## config.mk

```make
export PLATFORM = sky130hd
export DESIGN_NAME = bfa_mod
export DESIGN_NICKNAME = d
export VERILOG_FILES = /design/src/rtl/bfa_pkg.sv /design/src/rtl/bfa_mod.sv
export SDC_FILE = /design/constraint.sdc
export NUM_CORES = 1
export LEC_CHECK = 0
export ABC_AREA = 0
export BUFFER_PORTS_ARGS = -buffer_cell sky130_fd_sc_hd__buf_2
export CELL_PAD_IN_SITES_DETAIL_PLACEMENT = 1
export CELL_PAD_IN_SITES_GLOBAL_PLACEMENT = 1
export CORE_AREA = 2 2 59 61
export CTS_BUF_LIST = sky130_fd_sc_hd__clkbuf_4 sky130_fd_sc_hd__clkbuf_8
export DETAILED_ROUTE_END_ITERATION = 16
export DIE_AREA = 0 0 61 63
export GPL_TIMING_DRIVEN = 0
export PLACE_DENSITY = 0.89
export SKIP_LAST_GASP = 1
export SYNTH_ARGS = -nofsm -noshare
export SYNTH_HDL_FRONTEND = slang
export SYNTH_SLANG_ARGS = --single-unit
```

## constraint.sdc

```tcl
create_clock -name clk -period 3.5 [get_ports clk]
set_clock_uncertainty 0.1 [all_clocks]
set_input_delay 0.7 -clock clk [delete_from_list [all_inputs] [get_ports clk]]
set_output_delay 0.7 -clock clk [all_outputs]
set_load 0.1 [all_outputs]
```

## src/rtl/bfa_pkg.sv

```systemverilog
// shared types and constants of the best-fit allocator
// no dependencies
`timescale 1ns / 1ps
package bfa_pkg;

  localparam int ADDR_W   = 32;
  localparam int SIZE_W   = 33;
  localparam int EXT_W    = 34;
  localparam int FREE_ENTRIES = 32;
  localparam int ENT_W    = $clog2(FREE_ENTRIES);
  localparam int MOD_W    = 17;   // holds page sizes up to 64 KiB

  localparam logic [31:0] GROW_RESET  = 32'd16777216;
  localparam logic [31:0] LIMIT_RESET = 32'hFFFF_FFFF;

  typedef enum logic [2:0] {
    ST_OK      = 3'd0,
    ST_OVERLAP = 3'd1,
    ST_FULL    = 3'd2,
    ST_SPACE   = 3'd3,
    ST_ZERO    = 3'd4
  } status_t;

  typedef enum logic [1:0] {
    REG_INIT  = 2'd0,
    REG_GROW  = 2'd1,
    REG_LIMIT = 2'd2
  } reg_idx_t;

  typedef enum logic [3:0] {
    S_IDLE, S_RNDGO, S_RND, S_PRIME, S_SCANGO, S_SCAN, S_UPD, S_DONE
  } state_t;

  typedef struct packed {
    logic [SIZE_W-1:0] size;
    logic [ADDR_W-1:0] addr;
    logic [EXT_W-1:0]  span_end;
  } req_t;

  typedef struct packed {
    logic              we;
    logic [ENT_W-1:0]  widx;
    logic [ADDR_W-1:0] wstart;
    logic [SIZE_W-1:0] wsize;
    logic              clr;
    logic [ENT_W-1:0]  cidx;
  } cmd_t;

  typedef struct packed {
    logic              vld;
    logic              best_hit;
    logic [ENT_W-1:0]  best_idx;
    logic [ADDR_W-1:0] best_start;
    logic [SIZE_W-1:0] best_size;
    logic              ovl;
    logic              low_hit;
    logic [ENT_W-1:0]  low_idx;
    logic [ADDR_W-1:0] low_start;
    logic [SIZE_W-1:0] low_size;
    logic              up_hit;
    logic [ENT_W-1:0]  up_idx;
    logic [SIZE_W-1:0] up_size;
    logic              emp_hit;
    logic [ENT_W-1:0]  emp_idx;
  } rec_t;

endpackage

```

## src/rtl/bfa_mod.sv

```systemverilog
// remainder unit for a power-of-two modulus, result registered in the cycle after start
// depends on bfa_pkg
`timescale 1ns / 1ps
module bfa_mod import bfa_pkg::*; (
  input  logic              clk,
  input  logic              rst_n,
  input  logic              start,
  input  logic [SIZE_W-1:0] val,
  input  logic [MOD_W-1:0]  modulus,
  output logic              done,
  output logic [MOD_W-1:0]  rem
);

  logic [MOD_W-1:0] rem_r, rem_nxt;
  logic             done_r;

  // low bits below the modulus
  assign rem_nxt = val[MOD_W-1:0] & (modulus - MOD_W'(1));

  always_ff @(posedge clk) begin
    if (!rst_n) begin
      done_r <= 1'b0;
    end else begin
      done_r <= start;
    end
  end

  always_ff @(posedge clk) begin
    if (start) begin
      rem_r <= rem_nxt;
    end
  end

  assign done = done_r;
  assign rem  = rem_r;

endmodule

```

After elaboration in Yosys (flattened, before gate mapping):

Cells that the tools add are included.
Widths: inputs -> output; s select.

* bitwise gates (word level): 1
* add/subtract/negate cells: 1

Operators by type and width (number)
* $and 17x17->17: 1
* $sub 17x1->17 const B: 1

* output and inout port bits: 18
* register bits: 18

Depth between registers and ports, before layout:

* word-level depth: 2
* depth in mapped cells: 6
* gate-level depth less buffers: 6

Worst setup path before layout:

Ideal clock, no wire load.

* path kind: input-to-reg
* start point: input port modulus[0]
* end point: register rem_r[14], in the netlist rem[14], data pin
* cell stages on the path: 6
* library setup time: 254 ps
* slack: 1313 ps
* data required time: 3146 ps
* arrival: 1833 ps
* cell sequence: inv_1 > ha_1 > nor3b_2 > nand4_1 > o31a_1 > o21a_1

* cells in the longest elaborated chain, start to end: 2

Ends and longest elaborated chain
* from (decl): RTL line bfa_mod.sv:9 `input logic [MOD_W-1:0] modulus,`
* $sub 17x1->17: RTL line bfa_mod.sv:18 `assign rem_nxt = val[MOD_W-1:0] & (modulus - MOD_W'(1));`
* $and 17x17->17: RTL line bfa_mod.sv:18
* named net rem_nxt[14]: RTL line bfa_mod.sv:14 `logic [MOD_W-1:0] rem_r, rem_nxt;`
* to (signal assigned): RTL line bfa_mod.sv:30 `rem_r <= rem_nxt;`
* to (decl): RTL line bfa_mod.sv:14

The timed path passes the listed nets, and every way through them passes these cells.
A chain may end at the register's enable or synchronous reset.

Worst setup path after layout:

Same ends and word-level chain as after synthesis.

==> impl_summary.txt <==
----------------------------------------------------
[Outcome]
  Run status ... finished, final reports clean

[Detailed routing]
  Number of remaining DRC errors ... 0
  DR vias/cell ... 4.60
  Total wire length ... 2560 um
  Via Count ... 860
  Number of search-and-repair iterations in the first detailed-routing pass ... 4
  Detailed router's first-iteration violation count ... 6
  Average routed wire per standard cell ... 13.7 um
  Routed Antenna Nets ... 0

[Yosys]
  Synth top area cells ... edfxtp_1 (52%), and2_1 (6.4%), xnor2_1 (4.5%)
  Leading cell types by count after synthesis ... edfxtp_1 (17), and2_1 (10), nand2_1 (9), xnor2_1 (5)
  Post-synth cell types ... 29
  Share of the yosys chip area belonging to registers ... 0.543
  Most repeated cell in the gate-level netlist after synthesis ... edfxtp_1
  Number of warnings reported in the yosys synthesis log ... 0
  Number of flops mapped to enable cells by yosys ... 17
  Average footprint of a synthesized cell ... 11.8 um2
  Syn nets ... 137
  Count of state elements after synthesis ... 18
  Flip-flop cell with the highest count after synthesis ... edfxtp_1
  Cells after Synth ... 83
  Post-synthesis cell type with the largest combined area ... edfxtp_1
  Synth Cell Area ... 977 um2
  Fraction of synthesis flops using an asynchronous set or reset pin ... 0
  Share of Yosys cell area claimed by the top area cell type ... 0.522

[Global routing]
  First-pass GRT wire length ... 4400 um
  Number of global-route vias before repair ... 969
  GRT Resource Usage Total ... 0.153
  Initial antenna violation count ... 0
  Total congestion overflow after global routing ... 0
  Largest net degree at the start of global routing ... 19

[Setup path]
  Highest net fanout along the worst path ... 6
  Launching element type of the critical path ... primary input
  Endpoint class of the critical path ... register
  Worst endpoint required time ... 3460 ps
  Source of the critical timing path ... modulus[0]
  Worst setup endpoint ... rem[14]$_DFFE_PP_
  Worst Path Arrival ... 2180 ps
  Path type of the worst setup path ... in2reg

[CTS]
  CTS tree ... done
  Cts bufs inserted ... 3
  Root buffer cell ... clkbuf_4
  Buffers from clock root to sink, at most ... 2
  Clk sinks ... 18
  Max H-tree Level ... 1
  Post-cts repair resize count ... 0
  Total setup buffers inserted after CTS ... 0
  Post-CTS clock slew at the launch and capture registers of the worst setup and hold paths ... 110 ps
  Number of buffers added to fix hold violations after cts ... 0

[Floorplan]
  Effective utilization at floorplan ... 0.302
  Die outline area ... 3840 um2
  Standard cell core area ... 3230 um2
  Horizontal die dimension ... 61 um
  Row count ... 21
  I/O pin cnt ... 71
  Die height ... 63 um

[STA]
  Worst hold slack ... 502 ps
  Crit path time final ... 2220 ps
  Period utilisation layout ... 0.633
  F_max ... 451 MHz
  Final setup slack of the worst path ... 1280 ps
  Worst-Margin Slew ... 508 ps
  Setup repair after global routing missed its margin ... false
  Setup TNS Final ... 0 ps
  Final count of negative-setup-slack endpoints ... 0
  Max Transition Viols Final ... 0
  Max_slew headroom ... 0.658
  Total count of hold-check failures in the final report ... 0

[Layout]
  Layout Cells excl Fill ... 187
  Nets ... 196
  Filler cells ... 396
  Utilization after layout ... 0.415
  Total area of sequential cells ... 531 um2
  Cell area after layout ... 1340 um2
  Inserted Diodes ... 0
  Synthesis-to-layout area growth ... 37.3%
  Fraction of final layout cells sized beyond drive strength 1 ... 0.454
  Area taken by multi-input logic gates ... 439 um2

[Pwr]
  Pwr/cell area ... 439 nW/um2
  IR Drop Worst-Case VDD ... 0.000126 V
  Proportion of power drawn by combinational gates ... 0.337
  Switching power share of the total ... 0.393
  Tot Pwr ... 0.588 mW
  Power share of the sequential group ... 0.439
  Clock network fraction of total power ... 0.224
  Leakage power ... 0.549 nW
  Net Switching ... 0.231 mW
  Internal power of the cells ... 0.357 mW

[Placed design]
  Port Buf Inserts ... 54
  Pre-CTS setup slack ... 951 ps
  Detailed Place HPWL ... 2180 um
  Placed cell areas ... 1310 um2
  Placed Cells ... 183
  Final weighted congestion in routability-driven placement ... 0.858

[Run]
  Max-cap check violation count ... 0

[Worst hold path]
  Start point of the worst hold path ... rst_n
  HP Class ... in2reg

----------------------------------------------------
## critical path: stages
cell and delay (ps):
buf_2 140, inv_1 60, ha_1 180, nor3b_2 380
nand4_1 240, o31a_1 300, o21a_1 180
## area by class of cell
class	instances	share of cell area
clock buffers	4	0.0271
multi-input cells	63	0.327
repair buffers	54	0.201
flip-flops and latches	18	0.396
inverters	2	0.00560
well taps	46	0.0429
## per-layer routing
layer / vias up / routed length, um / global-route usage
met2: 33 / 1430 / 0.263
met3: 4 / 133 / 0.0186
li1: 420 / - / -
met5: - / 0 / 0
met1: 403 / 942 / 0.180
met4: 0 / 48 / 0.0734
## registers in the layout, indices dropped and copies added, names as in the netlist
signal / count
done: 1
rem: 17
## power groups by stage
stage                     Combinational, mW  Clock (mW)  Sequential (mW)
after floorplan                      0.0215           0            0.388
after global routing                  0.208       0.146            0.260
after global placement                0.195           0            0.262
final                                 0.198       0.131            0.258
after CTS                             0.200       0.135            0.259
after detailed placement              0.199           0            0.264
## placed cells by master, fill, tap and decap left out, types with 2 or more instances in the layout
| master | Yosys | routed |
|---|---|---|
| mux2i_1 | 2 | 2 |
| xor2_1 | 4 | 4 |
| nor4_2 | 2 | 2 |
| inv_1 | 2 | 2 |
| buf_2 | 0 | 54 |
| nor2b_1 | 2 | 2 |
| xnor2_1 | 5 | 5 |
| a21boi_0 | 2 | 2 |
| and2_1 | 10 | 10 |
| edfxtp_1 | 17 | 17 |
| nand2b_1 | 2 | 2 |
| nor4_1 | 3 | 3 |
| nand2_1 | 9 | 9 |
| or4_4 | 2 | 2 |
| clkbuf_4 | 0 | 3 |
| nor3_1 | 4 | 4 |
| nor2_1 | 3 | 3 |
## how the worst min path moves through the flow
stage          slack [ps]               end  cells after the start
6_report              500   done$_SDFF_PN0_                      2
5_1_grt               520   done$_SDFF_PN0_                      2
4_1_cts               500   done$_SDFF_PN0_                      2
3_5_place_dp          820   done$_SDFF_PN0_                      2
3_3_place_gp          810   done$_SDFF_PN0_                      2
2_1_floorplan         710  rem[0]$_DFFE_PP_                      0
## kinds of logic (layout without fill, tap and decap cells)
logic type      count (synthesis)  count (layout)  share of synthesized area
fa+ha+maj                       1               1                     0.0128
buf+inv                         2              60                    0.00769
xor+xnor                        9               9                     0.0807
flops                          18              18                      0.543
mux                             2               2                     0.0205
compound gates                  7               7                     0.0525
simple gates                   44              44                      0.283
No activity file was read; power rests on OpenSTA's default activity.
