===== src/rtl/bfa_pkg.sv =====
// shared types and constants of the best-fit allocator
// no dependencies
`timescale 1ns / 1ps
package bfa_pkg;

  localparam int ADDR_W   = 32;
  localparam int SIZE_W   = 33;
  localparam int EXT_W    = 34;
  localparam int FREE_ENTRIES = 32;
  localparam int ENT_W    = $clog2(FREE_ENTRIES);
  localparam int MOD_W    = 17;   // holds page sizes up to 64 KiB

  localparam logic [31:0] GROW_RESET  = 32'd16777216;
  localparam logic [31:0] LIMIT_RESET = 32'hFFFF_FFFF;

  typedef enum logic [2:0] {
    ST_OK      = 3'd0,
    ST_OVERLAP = 3'd1,
    ST_FULL    = 3'd2,
    ST_SPACE   = 3'd3,
    ST_ZERO    = 3'd4
  } status_t;

  typedef enum logic [1:0] {
    REG_INIT  = 2'd0,
    REG_GROW  = 2'd1,
    REG_LIMIT = 2'd2
  } reg_idx_t;

  typedef enum logic [3:0] {
    S_IDLE, S_RNDGO, S_RND, S_PRIME, S_SCANGO, S_SCAN, S_UPD, S_DONE
  } state_t;

  typedef struct packed {
    logic [SIZE_W-1:0] size;
    logic [ADDR_W-1:0] addr;
    logic [EXT_W-1:0]  span_end;
  } req_t;

  typedef struct packed {
    logic              we;
    logic [ENT_W-1:0]  widx;
    logic [ADDR_W-1:0] wstart;
    logic [SIZE_W-1:0] wsize;
    logic              clr;
    logic [ENT_W-1:0]  cidx;
  } cmd_t;

  typedef struct packed {
    logic              vld;
    logic              best_hit;
    logic [ENT_W-1:0]  best_idx;
    logic [ADDR_W-1:0] best_start;
    logic [SIZE_W-1:0] best_size;
    logic              ovl;
    logic              low_hit;
    logic [ENT_W-1:0]  low_idx;
    logic [ADDR_W-1:0] low_start;
    logic [SIZE_W-1:0] low_size;
    logic              up_hit;
    logic [ENT_W-1:0]  up_idx;
    logic [SIZE_W-1:0] up_size;
    logic              emp_hit;
    logic [ENT_W-1:0]  emp_idx;
  } rec_t;

endpackage


===== src/rtl/bfa_cell.sv =====
// one free-chunk cell: holds an entry and folds it into the passing scan record
// depends on bfa_pkg
`timescale 1ns / 1ps
module bfa_cell import bfa_pkg::*; (
  input  logic             clk,
  input  logic             rst_n,
  input  logic [ENT_W-1:0] idx,
  input  req_t             req,
  input  cmd_t             cmd,
  input  rec_t             rec_in,
  output rec_t             rec_out
);

  logic [ADDR_W-1:0] start_r;
  logic [SIZE_W-1:0] size_r;
  logic              valid_r;
  rec_t              rec_r, rec_nxt;
  logic [EXT_W-1:0]  e;

  always_ff @(posedge clk) begin
    if (!rst_n) begin
      valid_r <= 1'b0;
    end else if (cmd.we && cmd.widx == idx) begin
      valid_r <= 1'b1;
    end else if (cmd.clr && cmd.cidx == idx) begin
      valid_r <= 1'b0;
    end
  end

  always_ff @(posedge clk) begin
    if (cmd.we && cmd.widx == idx) begin
      start_r <= cmd.wstart;
      size_r  <= cmd.wsize;
    end
  end

  always_comb begin
    e = EXT_W'(start_r) + EXT_W'(size_r);
    rec_nxt = rec_in;
    if (rec_in.vld) begin
      if (valid_r && size_r >= req.size &&
          (!rec_in.best_hit || size_r < rec_in.best_size ||
           (size_r == rec_in.best_size && start_r < rec_in.best_start))) begin
        rec_nxt.best_hit   = 1'b1;
        rec_nxt.best_idx   = idx;
        rec_nxt.best_start = start_r;
        rec_nxt.best_size  = size_r;
      end
      if (valid_r && EXT_W'(start_r) < req.span_end && EXT_W'(req.addr) < e)
        rec_nxt.ovl = 1'b1;
      if (valid_r && e == EXT_W'(req.addr)) begin
        rec_nxt.low_hit   = 1'b1;
        rec_nxt.low_idx   = idx;
        rec_nxt.low_start = start_r;
        rec_nxt.low_size  = size_r;
      end
      if (valid_r && EXT_W'(start_r) == req.span_end) begin
        rec_nxt.up_hit  = 1'b1;
        rec_nxt.up_idx  = idx;
        rec_nxt.up_size = size_r;
      end
      if (!valid_r && !rec_in.emp_hit) begin
        rec_nxt.emp_hit = 1'b1;
        rec_nxt.emp_idx = idx;
      end
    end
  end

  always_ff @(posedge clk) begin
    if (!rst_n) rec_r <= '0;
    else        rec_r <= rec_nxt;
  end

  assign rec_out = rec_r;

endmodule


===== config.mk =====
export PLATFORM = sky130hd
export DESIGN_NAME = bfa_cell
export DESIGN_NICKNAME = d
export VERILOG_FILES = /design/src/rtl/bfa_pkg.sv /design/src/rtl/bfa_cell.sv
export SDC_FILE = /design/constraint.sdc
export NUM_CORES = 1
export LEC_CHECK = 0
export BUFFER_PORTS_ARGS = -buffer_cell sky130_fd_sc_hd__buf_2
export CORE_AREA = 10 10 209 211
export DETAILED_ROUTE_END_ITERATION = 8
export DIE_AREA = 0 0 219 221
export SLEW_MARGIN = 20
export SYNTH_ARGS = -nofsm -noshare
export SYNTH_HDL_FRONTEND = slang
export SYNTH_SLANG_ARGS = --single-unit

===== constraint.sdc =====
create_clock -name clk -period 12.5 [get_ports clk]
set_input_delay 1.25 -clock clk [delete_from_list [all_inputs] [get_ports clk]]
set_output_delay 1.25 -clock clk [all_outputs]
set_load 0.05 [all_outputs]

# Word level (Yosys, flattened, before mapping)
# Cells that the tools add are included.
totals:
  regBits: 255
  input_bits: 372
  out_inout_bits: 189
  word_cells: 53
classes:
  n_addsub: 1
  order_cmp: 5
  eq_ne: 5
  mux: 8
  reduce_logical: 16
op_table:
  columns: ["cell", "count"]
  rows:
  - ["2-to-1 mux 188 bit", 1]
  - ["2-to-1 mux 71 bit", 2]
  - ["less-than comparator 32 x 34 -> 1 bit", 2]
  - ["2-to-1 mux 39 bit", 1]
  - ["adder 32 x 33 -> 34 bit", 1]
  - ["== test 32 x 34 -> 1 bit", 1]
  - ["== test 34 x 32 -> 1 bit", 1]
  - ["== test 33 bit", 1]
  - [">= comparator 33 bit", 1]
  - ["less-than comparator 33 bit", 1]
  - ["less-than comparator 32 bit", 1]
  - ["== test 5 bit", 2]
  - ["logical AND 1 bit", 10]
  - ["2-to-1 mux 6 bit", 1]
  - ["logical NOT 1 bit", 3]
  - ["2-to-1 mux 1 bit", 3]
  - ["logical OR 1 bit", 2]
  - ["nonzero test 2 bit", 1]

# Depth between registers and ports, before layout
# Gate-level depths: netlist of the first run.
depth:
  ltp_word: 6
  mapped_depth: 20
  mapped_depth_nobuf: 20

# Worst setup path after synthesis of the first run
# No wires, ideal clock.
synth_path:
  kind: "register to register"
  startpoint: "register start_r[4]"
  endpoint: "register rec_r (netlist bit rec_out[104])"
  setup_time_ns: 0.121
  t_arrival_ns: 4.026
  t_required_ns: 12.379
  slack_ns: 8.353
  stages_incl_launch_ff: 20
  path_buffers: 2
  synth_period_minus_slack_ns: 4.147
  cell_sequence: "edfxtp_1 ha_1 a21o_1 a31oi_1 a2111oi_0 a2111o_1 a21o_1 a31o_1 a21oi_1 xor2_1 ha_1 nand4_1 or3_1 nor2_1 nand4_1 nor3_1 mux2i_1 buf_2 buf_4 mux2i_1"
synth_via:
  elab_chain_len: 5
synth_rtl:
  columns: ["item", "line", "rtl"]
  rows:
  - ["start: declaration", "bfa_cell.sv:14", "logic [ADDR_W-1:0] start_r;"]
  - ["start signal: assignment", "bfa_cell.sv:32", "start_r <= cmd.wstart;"]
  - ["adder 32 x 33 -> 34 bit", "bfa_cell.sv:38", "e = EXT_W'(start_r) + EXT_W'(size_r);"]
  - ["== test 34 x 32 -> 1 bit", "bfa_cell.sv:51", "if (valid_r && e == EXT_W'(req.addr)) begin"]
  - ["logical AND 1 bit", "bfa_cell.sv:51", null]
  - ["2-to-1 mux 71 bit", "bfa_cell.sv:51", null]
  - ["2-to-1 mux 188 bit", "bfa_cell.sv:40", "if (rec_in.vld) begin"]
  - ["end signal: assignment", "bfa_cell.sv:71", "else rec_r <= rec_nxt;"]
  - ["end: declaration", "bfa_cell.sv:17", "rec_t rec_r, rec_nxt;"]
# Every way passes these cells.
# A chain may end at the register's enable or synchronous reset.

# Worst setup path in the final report of the first run
layout_path:
  startpoint: "register size_r[4]"
  endpoint: "register rec_r (netlist bit rec_out[86])"
layout_via:
  elab_chain_len: 5
layout_rtl:
  columns: ["item", "line", "rtl"]
  rows:
  - ["start: declaration", "bfa_cell.sv:15", "logic [SIZE_W-1:0] size_r;"]
  - ["start signal: assignment", "bfa_cell.sv:33", "size_r <= cmd.wsize;"]
  - ["adder 32 x 33 -> 34 bit", "bfa_cell.sv:38", null]
  - ["== test 34 x 32 -> 1 bit", "bfa_cell.sv:51", null]
  - ["logical AND 1 bit", "bfa_cell.sv:51", null]
  - ["2-to-1 mux 71 bit", "bfa_cell.sv:51", null]
  - ["2-to-1 mux 188 bit", "bfa_cell.sv:40", null]
# Every way passes these cells.

==> flow_summary.yaml, run 1 <==
sta:
  hold_fails_final_rpt: 0
  slew_viol_final: 0
  fin_crit_ns: 5.04
  max-slew-margin-rel: 0.335
  fin_tns_setup_ns: 0
  setup_viol: 0
  timing.fmax_mhz: 198
  worst_slew_pin_slew_ns: 0.997
  fin_ws_ns: 7.46
  unrepaired_setup_endpoints_after_global_routing: "false"
  timing.clock.skew_ns: 0.0221
  period_share: 0.403
layout:
  fin_nets: 2700
  nFillCells: 3869
  multi_input_area_sq_um: 8110
  sequential_cell_area_sq_um: 5760
  drive_above_1_share: 0.289
  syn2layout_area_growth_pct: 28.0
floorplanning:
  coreArea_sq_um: 39500
  dieArea_sq_um: 48400
  ioPinCount: 561
  die_width_um: 219
  initial_core_util: 0.374
  row_count: 73
  die-height_um: 221
worst_hold_path:
  hold_start: "valid_r"
  hold_path_end: "valid_r"
  hp-class: "reg -> reg"
  timing.hold.worst_path_depth: 2
synthesis:
  yosys.area.top_type_share: 0.258
  synth-simple-area-share: 0.142
  synth.cell_area_sq_um: 14800
  yosysWarnings: 0
  yosys-top-cells-count: "nand2_1 (336), ha_1 (193), dfxtp_1 (190), inv_1 (146), mux2i_1 (146)"
  syn_inst: 1591
  synth_xor_area_frac: 0.0225
  ys_ff_latch: 255
  fraction_of_synthesis_flops_using_an_asynchronous_set_or_reset_pin: 0
  postSynthNetCount: 2157
  synth_adder_area_share: 0.165
  combinational_family_with_the_most_area_after_synthesis: "adder cells"
  area_fraction_in_compound_gates_after_synthesis: 0.119
  yosysMostFrequentCell: "nand2_1"
  synth_top_area_cell: "dfxtp_1"
  synth_mux_area_frac: 0.0989
  synth_edf_count: 65
  syn-mean-instance-area_sq_um: 9.28
  ys_types: 63
  synthFlopType: "dfxtp_1"
  synth.yosys.seq_area_share: 0.390
  synth_top_cells_by_area: "dfxtp_1 (26%), ha_1 (16%), edfxtp_1 (13%), mux2i_1 (9.9%), nand2_1 (8.5%)"
cts:
  insertion_delay_ns: 0.56
  clock_tree.buffer_depth: 3
  clock_tree.root_cell: "clkbuf_16"
  post_cts_buffers: 0
  postCtsResizedCells: 0
  hold_buffers: 0
  cts_buffers: 28
  clock_tree_from_tritoncts: "built"
  clock_sinks: 255
  htree_levels: 1
  path_clk_slew_ns: 0.06
drt:
  drt.antenna.violating_nets: 0
  detail_route.drc_violations: 0
  drt_first_pass_iters: 5
  wire_per_inst_um: 21.6
  route.detailed.vias_per_inst: 5.00
  vias: 13400
  initial_detailed_routing_violation_count: 689
  drt_wirelength_um: 58200
global_route:
  grt_pass1_wl_um: 85800
  grtUsageTotal: 0.229
  first_global_vias: 14100
  antenna_found_initial: 15
  gr-total-overflow: 0
  maximum_number_of_pins_on_one_net_before_global_route_repair: 105
placed_design:
  place_hpwl_um: 48200
  placer_congestion: 0.906
  dp_slack_ns: 7.48
  io_buffers: 560
setup_path:
  critPathMaxFanout: 42
  cp.arrival_ns: 5.45
  reg2reg_to: "rec_out[86]"
  r2r_cells: 18
  startpoint_kind_of_the_worst_setup_timing_path: "register"
  worstSetupEndpointType: "register"
  critical_path.top_delay_family: "compound AO/OA/AOI/OAI gates"
  reg2reg_from: "size_r[4]"
  path_cells: "ha_1 -> a21o_1 -> a31oi_1 -> a2111oi_0 -> a2111o_1 -> a21o_1 -> a31o_1 -> a21oi_1 -> xor2_1 -> ha_1 -> nand4_1 -> or3_1 -> nor2_1 -> nand4_1 -> nor3_1 -> mux2i_4 -> buf_4 -> mux2i_1"
  critical_path_class: "reg -> reg"
  cp_data_required_time_ns: 12.91
  worst_path_largest_cell_delay_ns: 0.50
  rrSetupSlack_ns: 7.46
  cpMaxStageDelayCell: "edfxtp_1"
  cp.buffers_inverters: 1
job:
  max_cap_violations: 0
power_and_ir_drop:
  power.density_nw_per_um2: 113
  irDropWorstVdd_uv: 126
  power.leakage_nw: 9.96
outcome:
  run_status: "complete, no violations"
-- registers in the layout, summed over array words and instances, names as in the netlist --
register / flops
start_r: 32
rec_out: 189
valid_r: 1
size_r: 33
-- where the power goes --
part | switching, mW | internal [mW] | leakage (nW)
Clock | 0.346 | 0.483 | 0.469
Combinational | 0.271 | 0.140 | 7.33
Sequential | 0.0178 | 0.884 | 2.17
-- cells by family (layout without fill, tap and decap cells) --
group / count (synthesis) / after routing
other: 0 / 11
xor gates and xnor gates: 38 / 38
adders and majority gates: 194 / 194
DFF: 255 / 255
buffers and inverters: 202 / 767
and+or+nand+nor: 491 / 491
muxes: 146 / 146
AOI/OAI and AO/OA: 265 / 265
-- worst max-delay path by stage --
stage | from | end | cells past startpoint
after CTS | size_r[4] | rec_out[98] | 18
after global routing | size_r[4] | rec_out[98] | 17
final | size_r[4] | rec_out[86] | 18
after floorplan | start_r[4] | rec_out[104] | 19
after detailed placement | size_r[4] | rec_out[86] | 18
after global placement | size_r[4] | rec_out[85] | 18
-- per-layer routing --
| metal | vias up | track usage | routed length, um |
|---|---|---|---|
| met5 | - | 0 | 22 |
| met4 | 6 | 0.0550 | 1030 |
| met2 | 411 | 0.418 | 30100 |
| met1 | 6335 | 0.264 | 23300 |
| met3 | 62 | 0.0502 | 3720 |
| li1 | 6633 | - | - |
-- stage by stage --
stage	std cells	util	hold WS [ns]	area, sq um	power, mW
4_1_cts	2681	0.479	0.552	18900	2.16
3_5_place_dp	2629	0.455	0.542	17900	1.33
6_report	2692	0.479	0.561	18900	2.14
5_1_grt	2692	0.479	0.587	18900	2.23
2_1_floorplan	1591	-	0.518	14800	1.18
3_3_place_gp	2629	0.455	0.541	17900	1.32
-- worst reg2reg max path, stage by stage (launching register included) --
cell	delay, ns
edfxtp_1	0.50
ha_1	0.40
a21o_1	0.22
a31oi_1	0.26
a2111oi_0	0.18
a2111o_1	0.44
a21o_1	0.21
a31o_1	0.21
a21oi_1	0.16
xor2_1	0.10
ha_1	0.30
nand4_1	0.12
or3_1	0.41
nor2_1	0.18
nand4_1	0.17
nor3_1	0.28
mux2i_4	0.12
buf_4	0.35
mux2i_1	0.31
-- cells in the final DEF (no fill, tap or decap), drive strengths merged, types with 6 or more instances in the layout --
master  synthesis  layout
diode           0      11
nand3          23      23
a21oi          82      82
a211oi         15      15
nor3           15      15
a21o           40      40
dfxtp         190     190
o21ai          33      33
a21boi         44      44
nand2         336     336
inv           146     146
ha            193     193
clkbuf         40      42
nor2           41      41
nand4          36      36
xor2           22      22
mux2i         146     146
buf            16     568
edfxtp         65      65
o21a            8       8
xnor2          16      16
clkinv          0      10
nor2b          17      17
nor4            6       6
-- cell type report --
| type | instances | area share |
|---|---|---|
| multi-input combinational | 1134 | 0.429 |
| sequential | 255 | 0.304 |
| timing repair buffer | 569 | 0.152 |
| clock buffer | 41 | 0.0462 |
| tap | 525 | 0.0347 |
| inverter | 146 | 0.0290 |
| clock inverter | 11 | 0.00304 |
| antenna | 11 | 0.00146 |
(Power assumes the default switching activity.)
==> run 2, diff against run 1 <==
--- a/config.mk
+++ b/config.mk
@@ -9,6 +9,7 @@
 export CORE_AREA = 10 10 209 211
 export DETAILED_ROUTE_END_ITERATION = 8
 export DIE_AREA = 0 0 219 221
+export PLACE_DENSITY = 0.66
 export SLEW_MARGIN = 20
 export SYNTH_ARGS = -nofsm -noshare
 export SYNTH_HDL_FRONTEND = slang
==> constraint.sdc (replaced) <==
create_clock -name clk -period 4.3 [get_ports clk]
set_input_delay 0.43 -clock clk [delete_from_list [all_inputs] [get_ports clk]]
set_output_delay 0.43 -clock clk [all_outputs]
set_load 0.05 [all_outputs]
==> flow_summary.yaml, run 2 (synthesized netlist as in run 1, its figures left out) <==
outcome:
  run_status: "finished with violations"
  violations: "negative setup slack"
power_and_ir_drop:
  power_frac_seq: 0.414
  power.density_nw_per_um2: 317
  pwr-share-clk: 0.390
  share_comb_of_total_power: 0.196
  irDropWorstVdd_uv: 318
  switchingPower_mw: 1.87
  power.leakage_nw: 10.4
  internal_power_mw: 4.43
  sw_frac_of_total: 0.297
cts:
  clock_tree.root_cell: "clkbuf_16"
  path_clk_slew_ns: 0.07
  clock_sinks: 255
  htree_levels: 1
  insertion_delay_ns: 0.57
  cts_buffers: 28
  clock_tree_from_tritoncts: "built"
  clock_tree.buffer_depth: 3
sta:
  slew_viol_final: 0
  worst_slew_pin_slew_ns: 0.755
  fin_ws_ns: -0.139
  fin_tns_setup_ns: -6.42
  setup_viol: 72
  timing.clock.skew_ns: 0.0224
  period_share: 1.03
  timing.fmax_mhz: 225
  max-slew-margin-rel: 0.492
  fin_crit_ns: 4.44
  unrepaired_setup_endpoints_after_global_routing: "true"
  hold_fails_final_rpt: 0
  fin_worst_hold_slack_ns: 0.0365
floorplanning:
  row_count: 73
  die-height_um: 221
  initial_core_util: 0.374
  die_width_um: 219
  ioPinCount: 561
  coreArea_sq_um: 39500
  dieArea_sq_um: 48400
drt:
  vias: 14100
  drt_wirelength_um: 60500
  wire_per_inst_um: 21.8
  initial_detailed_routing_violation_count: 744
  detail_route.drc_violations: 0
  route.detailed.vias_per_inst: 5.07
  drt.antenna.violating_nets: 0
  drt_first_pass_iters: 5
layout:
  drive_above_1_share: 0.324
  stdcell_area_sq_um: 19900
  nFillCells: 3808
  syn2layout_area_growth_pct: 34.4
  fin_nets: 2784
  number_of_flip_flops_in_the_largest_register: 189
  final_core_util: 0.503
  final_common_cell: "buf_2"
  sequential_cell_area_sq_um: 5760
  layout.cells.non_filler: 2777
  final_cell_mix: "buf_2 (559), nand2_1 (336), ha_1 (192), dfxtp_1 (190), inv_1 (146)"
  multi_input_area_sq_um: 8230
setup_path:
  cp_data_required_time_ns: 4.73
  critical_path_class: "reg -> reg"
  critPathMaxFanout: 8
  startpoint_kind_of_the_worst_setup_timing_path: "register"
  worstSetupEndpointType: "register"
  cp.arrival_ns: 4.87
global_route:
  grt-busiest-layer: "met2"
  grt_pass1_wl_um: 88300
  use_met1: 0.263
  met3_usage: 0.0495
  maximum_number_of_pins_on_one_net_before_global_route_repair: 102
  gr-total-overflow: 0
  first_global_vias: 14600
  grtUsageTotal: 0.238
  antenna_found_initial: 14
  use_met2: 0.433
placed_design:
  placer_congestion: 0.908
  io_buffers: 560
  placed_area_sq_um: 18500
  dpl.cell_count: 2697
  place_hpwl_um: 49000
job:
  max_cap_violations: 0
worst_hold_path:
  hp-class: "in -> reg"
[run 2: cell types whose count changed in the layout (fill, tap and decap cells not counted), moves of 5 or more]
| cell | previous run | this run |
|---|---|---|
| buf_4 | 9 | 81 |
| buf_16 | 0 | 6 |
| buf_12 | 0 | 5 |
| clkinv_2 | 10 | 5 |
[run 2: worst paths after layout]
path | from | to | slack, ns | depth (start not counted)
max | start_r[6] | rec_out[64] | -0.14 | 19
min | cmd[20] | size_r[14] | 0.04 | 1
max reg2reg | start_r[6] | rec_out[64] | -0.14 | 19
min reg2reg | valid_r | valid_r | 0.56 | 2
[run 2: repair_timing]
item	in CTS	in global routing
resized for setup	22	18
buffers inserted	10	4
setup endpoints to repair	72	72
endpoints found under the hold margin	0	0
pin swaps	17	12
gates cloned	5	0
hold buffers	0	0
[run 2: through the flow]
stage	power, mW	setup slack (ns)
after global routing	6.56	-0.278
after CTS	6.33	-0.115
after floorplan	3.42	0.153
final	6.30	-0.139
after detailed placement	3.88	-0.255
after global placement	3.86	-0.171
[run 2: final cells by class]
cell class / count / area share
tap: 525 / 0.0331
sequential: 255 / 0.290
multi-input combinational: 1134 / 0.415
clock inverter: 9 / 0.00397
inverter: 146 / 0.0276
clock buffer: 43 / 0.0433
timing repair buffer: 653 / 0.186
antenna: 12 / 0.00151
[run 2: worst max-delay path, cell delays in order (launching register included)]
cell,delay (ns)
edfxtp_1,0.40
ha_1,0.33
a211o_1,0.30
o211ai_1,0.16
a21oi_2,0.11
a2111o_1,0.41
a21o_1,0.19
a31o_1,0.23
a21oi_2,0.14
xor2_1,0.09
ha_1,0.30
nand4_1,0.12
or3_4,0.37
nor2_4,0.10
nand4_1,0.18
nor3_2,0.23
mux2i_4,0.12
buf_12,0.18
buf_16,0.16
mux2i_2,0.15
[run 2: metal layers]
layer | share of wire | up-vias
met2 | 0.51 | 509
li1 | - | 6812
met1 | 0.38 | 6642
met3 | 0.067 | 124
met4 | 0.038 | 4
met5 | 0.00038 | -
[run 2: power by group through the flow]
stage               registers [mW]  logic (mW)  clock network (mW)
floorplan                     3.00       0.421                   0
global placement              2.66        1.20                   0
detailed placement            2.67        1.22                   0
CTS                           2.61        1.23                2.49
global route                  2.62        1.34                2.59
finish                        2.61        1.23                2.46
